File: src/design/pss_pkg.sv
// Shared types and constants for the packed set swap-remove block.
`default_nettype none

package pss_pkg;

    localparam int unsigned ID_W   = 8;
    localparam int unsigned KEY_W  = ID_W + 1;
    localparam int unsigned CNT_W  = 9;
    localparam int unsigned DEPTH  = 1 << KEY_W;

    typedef enum logic [1:0] {
        OP_ADD,
        OP_REMOVE,
        OP_LOOKUP
    } op_t;

    typedef enum logic [1:0] {
        ST_OK,
        ST_PRESENT,
        ST_ABSENT,
        ST_FULL
    } status_t;

    typedef struct packed {
        logic [1:0]      op;
        logic            set_sel;
        logic [ID_W-1:0] entity_id;
    } in_item_t;

    typedef struct packed {
        logic [1:0]       status;
        logic [ID_W-1:0]  slot;
        logic [ID_W-1:0]  moved_entity;
        logic [CNT_W-1:0] member_count;
    } out_item_t;

    typedef struct packed {
        logic             pres_we;
        logic [KEY_W-1:0] pres_addr;
        logic             pres_data;
        logic             slot_we;
        logic [KEY_W-1:0] slot_addr;
        logic [ID_W-1:0]  slot_data;
        logic             mem_we;
        logic [KEY_W-1:0] mem_addr;
        logic [ID_W-1:0]  mem_data;
    } wr_t;

endpackage

`default_nettype wire

File: src/design/pss_ram.sv
// Single-port-write, registered-read memory for the set tables.
`default_nettype none

module pss_ram
    import pss_pkg::*;
#(
    parameter int unsigned DATA_W = 8
)
(
    input  wire logic              clk,
    input  wire logic              we,
    input  wire logic [KEY_W-1:0]  waddr,
    input  wire logic [DATA_W-1:0] wdata,
    input  wire logic              re,
    input  wire logic [KEY_W-1:0]  raddr,
    output logic      [DATA_W-1:0] rdata
);

    logic [DATA_W-1:0] mem [DEPTH];

    always_ff @(posedge clk)
    begin
        if (we)
        begin
            mem[waddr] <= wdata;
        end
        if (re)
        begin
            rdata <= mem[raddr];
        end
    end

endmodule

`default_nettype wire

File: config.mk
export PLATFORM = sky130hd
export DESIGN_NAME = pss_ram
export DESIGN_NICKNAME = d
export VERILOG_FILES = /design/src/design/pss_pkg.sv /design/src/design/pss_ram.sv
export SDC_FILE = /design/constraint.sdc
export NUM_CORES = 2
export LEC_CHECK = 0
export BUFFER_PORTS_ARGS = -buffer_cell sky130_fd_sc_hd__buf_2
export CORE_UTILIZATION = 35
export CTS_CLUSTER_SIZE = 12
export DETAILED_ROUTE_END_ITERATION = 6
export SLEW_MARGIN = 0
export SYNTH_ARGS = -nofsm -noshare
export SYNTH_HDL_FRONTEND = slang
export SYNTH_SLANG_ARGS = --single-unit
File: constraint.sdc
create_clock -name clk -period 3.6 [get_ports clk]
set_clock_uncertainty 0.1 [all_clocks]
set_input_delay 0.72 -clock clk [delete_from_list [all_inputs] [get_ports clk]]
set_output_delay 0.72 -clock clk [all_outputs]
set_load 0.02 [all_outputs]
; ---- Word level (Yosys, flattened, before mapping)
; Memory sizes are Yosys's and may differ from the RTL's. A register that Yosys moved wholly into a read port is not among the register bits.
; Index checks and enable logic that the tools add are counted.
[totals]
regBits = 0
latchBits = 0
mem_bits_rw = 4096
mem_bits_ro = 0
input_bits = 29
memories = 1
[classes]
add_sub_neg = 0
n_mul = 0
n_div = 0
order_cmp = 0
n_eq_ne = 0
shift = 0
muxes = 2
n_bitwise = 0
reduce_logical = 0
[mem_list]
columns = memory, depth, word_bits, rd, rd_ports_with_merged_regs, write_ports, line
row1 = mem, 512, 8, 1, 1, 1, pss_ram.sv:19  ; logic [DATA_W-1:0] mem [DEPTH];
[op_table]
columns = cell, n
row1 = $mux W1, 2

; ---- Logic depth before layout (Yosys ltp)
[logic_depth]
ltp_word = 2
mapped_depth = 12
ltp_nobuf = 7

; ---- Worst setup path before layout
; Ideal clock, no wire load.
[synth_path]
kind = in2reg
startpoint = input raddr[0]
endpoint = register rdata[0] (read register of mem) (data pin)
setup_time_ns = 0.257
arrival_time_ns = 2.574
required_ns = 3.243
setup_slack_ns = 0.669
stages = 10
path_buffers = 4
cell_sequence = buf_4 -> buf_12 -> buf_12 -> buf_2 -> mux4_2 -> o21ai_0 -> nand3_1 -> nand4_1 -> o21ai_0 -> o2111a_1
[synth_lines]
columns = element, line
row1 = from (decl), pss_ram.sv:15  ; input wire logic [KEY_W-1:0] raddr,
row2 = to (decl), pss_ram.sv:16  ; output logic [DATA_W-1:0] rdata

==> results.md <==
* Status: complete, no violations
* DRC at 0
* Largest net degree at the start of global routing at approximately 100
* EDFF count, synth at 4,104
* CTS resizes at 0
* Mapped Area at 160,000 um2
* Layout Area Growth over Synthesis at 18.2%
* Sequential share of the synthesized area at a little under 80%
* GRT Resource Usage Total at 18.6%
* Layout cells sized above 1 at 26.8%
* Leading cell type in the layout, fill and taps excluded: edfxtp_1
* Final setup viols at 0
* Later-pin clock latency in the skew report at 0.99 ns
* Hold path startpoint: wdata[0]
* Row cnt at ~250
* Total die area at about 460,000 um2
* Number of max-cap violations at 0
* First-pass GRT wire length at 629 mm
* VDD IR max at between 0.4 and 0.5 mV
* Relative slew slack at 18.2%
* FFs w/ async S/R, synth at 0%
* Fmax at around 290 MHz
* Crit path kind: input port to register
* RR Startpoint: mem[267][2]
* Commonest cells after routing, fill and taps aside: edfxtp_1, buf_4, mux2i_1
* Post-Synthesis Cells at between 8,000 and 9,000
* Largest family of logic cells by synthesized area: multiplexers
* RSZ-0062 raised after global routing: no
* Static Leak at 0.0618 uW
* PwrDens at 516 nW/um2
* Clk buf depth at 4
* Post-CTS Setup Bufs at 0
* Top FF cell, synth: edfxtp_1
* Syn_area_per_cell at 19.9 um2
* R2R cell count at 9
* Total gr overflow at 0
* Clk slew on worst S/H paths at ~0.060 ns
* Drt pass-1 iters at 7
* DR iter-0 viols at between 10,000 and 15,000
* Post-Syn Nets at between 8,000 and 9,000
* Synth top area share at between 70 and 80%
* Initial antenna violation count at 22
* Slew @ Worst Pin at 1.22 ns
* Vias at ~86,000
* Req. time, crit path at approximately 4.3 ns
* IO Pins at 37
* Area leader, netlist: edfxtp_1
* Nature of the critical path startpoint: input port
* Post-Synth XOR/XNOR Area at 0%
* Compound-gate portion of the synthesized area at about 4.3%
* Flop2flop setup slack at around 0.25 ns
* Hold Crit Class: input port to register
* Simple-gate share of the synthesized area at 2.63%
* Mux share of post-synthesis cell area at 14.2%
* Slew Viols, Final at 0
* DP HPWL at 287 mm
* Worst setup path start: raddr[0]
* Core area at 454,000 um2
* Area contributors post-synth: edfxtp_1, mux4_2, mux2i_1
* CTS Root Cell: clkbuf_16
* PnR Total Power at between 90,000 and 100,000 uW
* Cell variety after synth at 50
* Crit path arrival time at roughly 4.2 ns
* FF+latch count, synth at ~4,000
* Fill count at between 30,000 and 40,000
* WHS Path Cells at 1
* Drt total wl at 438 mm
* H-Tree Depth at 5
* Sequential cell area at about 120,000 um2
* CTS tree: yes
* Gp weighted congestion at between 0.8 and 0.9
* Crit path max fanout at 18
* Critical Path Sink Type: register
* # port buffers at 36
* CTS sink cnt at just over 4,000
* Final min period at ~3.5 ns
* Post-Synth Adder-Cell Area at 0%
* Initial Util at between 30% and 40%
* Vias in the first global route at slightly below 90,000
* Final nets at between 9,000 and 10,000
* Die H at 678 um
* ANT nets after route at 0
* Final Cycle Share at between 90 and 100%
* Hold slack final at approximately 0.09 ns
* WL/cell at between 20 and 30 um
* Count of final hold-check violations at 0
* DR vias/cell at roughly 5.5
* Area of the multi-input gates at approximately 34,000 um2
* Die width at a little under 700 um
* CTS Buf Count at between 400 and 500
* Yosys warns at 0
[synthesized netlist by cell type (all sizes together) (4+ instances only)]
cell type and number:
o31ai 13, and3 4, o311ai 6, clkbuf 265, nor2 597, nor3b 8, nand2 111, mux4 654
nand2b 4, or3 6, o2111a 8, o221ai 372, a22o 5, buf 248, a211oi 17, mux2i 797
a22oi 61, or2 5, nor2b 6, o41ai 7, nand4 32, o21ai 119, nor3 109, nand3 36
nor4 36, a21oi 194, o22ai 163, and3b 4, and2 20, edfxtp 4104
[kinds of logic (layout without fill, tap and decap cells)]
kind of cell / Yosys count / after routing
flops: 4104 / 4104
compound gates: 979 / 979
other cells: 0 / 5
buf+inv: 516 / 2070
simple gates: 980 / 980
mux: 1451 / 1451
[path summary, 6_finish.rpt]
kind | endpoint
max reg2reg | rdata[2]
min reg2reg | rdata[7]
min | mem[266][0]
max | rdata[0]
[timing repair]
| item | CTS | global route |
|---|---|---|
| endpoints found under the hold margin | 8 | 0 |
| hold buffers | 1 | 0 |
| setup endpoints to repair | 0 | 0 |
[layer usage]
layer  up-vias  track usage [%]  wire length [um]
met5         -                0                40
met4         6             5.12             12700
met3       631             2.94             34900
met2      3753             30.4            210000
met1     45301             25.9            180000
li1      35939                -                 -
[layout make-up]
type / instances / area share, %
diodes: 5 / 0.00661
clock buffers: 526 / 5.80
clock inverters: 159 / 0.589
inverters: 3 / 0.00992
multi-input cells: 3410 / 18.0
flip-flops and latches: 4104 / 65.1
well taps: 5976 / 3.95
repair buffers: 1382 / 6.54
[worst max-delay path: stages]
cell      delay (ns)
buf_12          0.18
buf_4           0.27
buf_12          0.19
mux2i_1         0.11
o221ai_1        0.24
buf_4           0.17
nor3_1          0.06
nor4_1          0.98
o311ai_0        0.37
nor4_1          0.39
buf_4           0.21
o2111a_1        0.19
[metrics by stage]
| stage | setup TNS, ns | util [%] | area (um2) | instances | setup slack [ns] |
|---|---|---|---|---|---|
| after floorplan | 0 | - | 160000 | 8030 | 0.669 |
| after global placement | -4.29 | 39.0 | 177000 | 14874 | -0.863 |
| after detailed placement | -4.34 | 39.0 | 177000 | 14874 | -0.782 |
| after CTS | 0 | 41.7 | 189000 | 15560 | 0.247 |
| after global routing | 0 | 41.7 | 189000 | 15561 | 0.127 |
| final | 0 | 41.7 | 189000 | 15565 | 0.115 |
[state kept, by name, summed over array words and instances (netlist names)]
register / cells
mem: 4096
rdata: 8
[report_power, final]
group,internal (uW),switching [uW]
sequential,52600,31.9
clock,21700,17700
combinational,2030,3480
total,76300,21200
(Power assumes the default switching activity.)
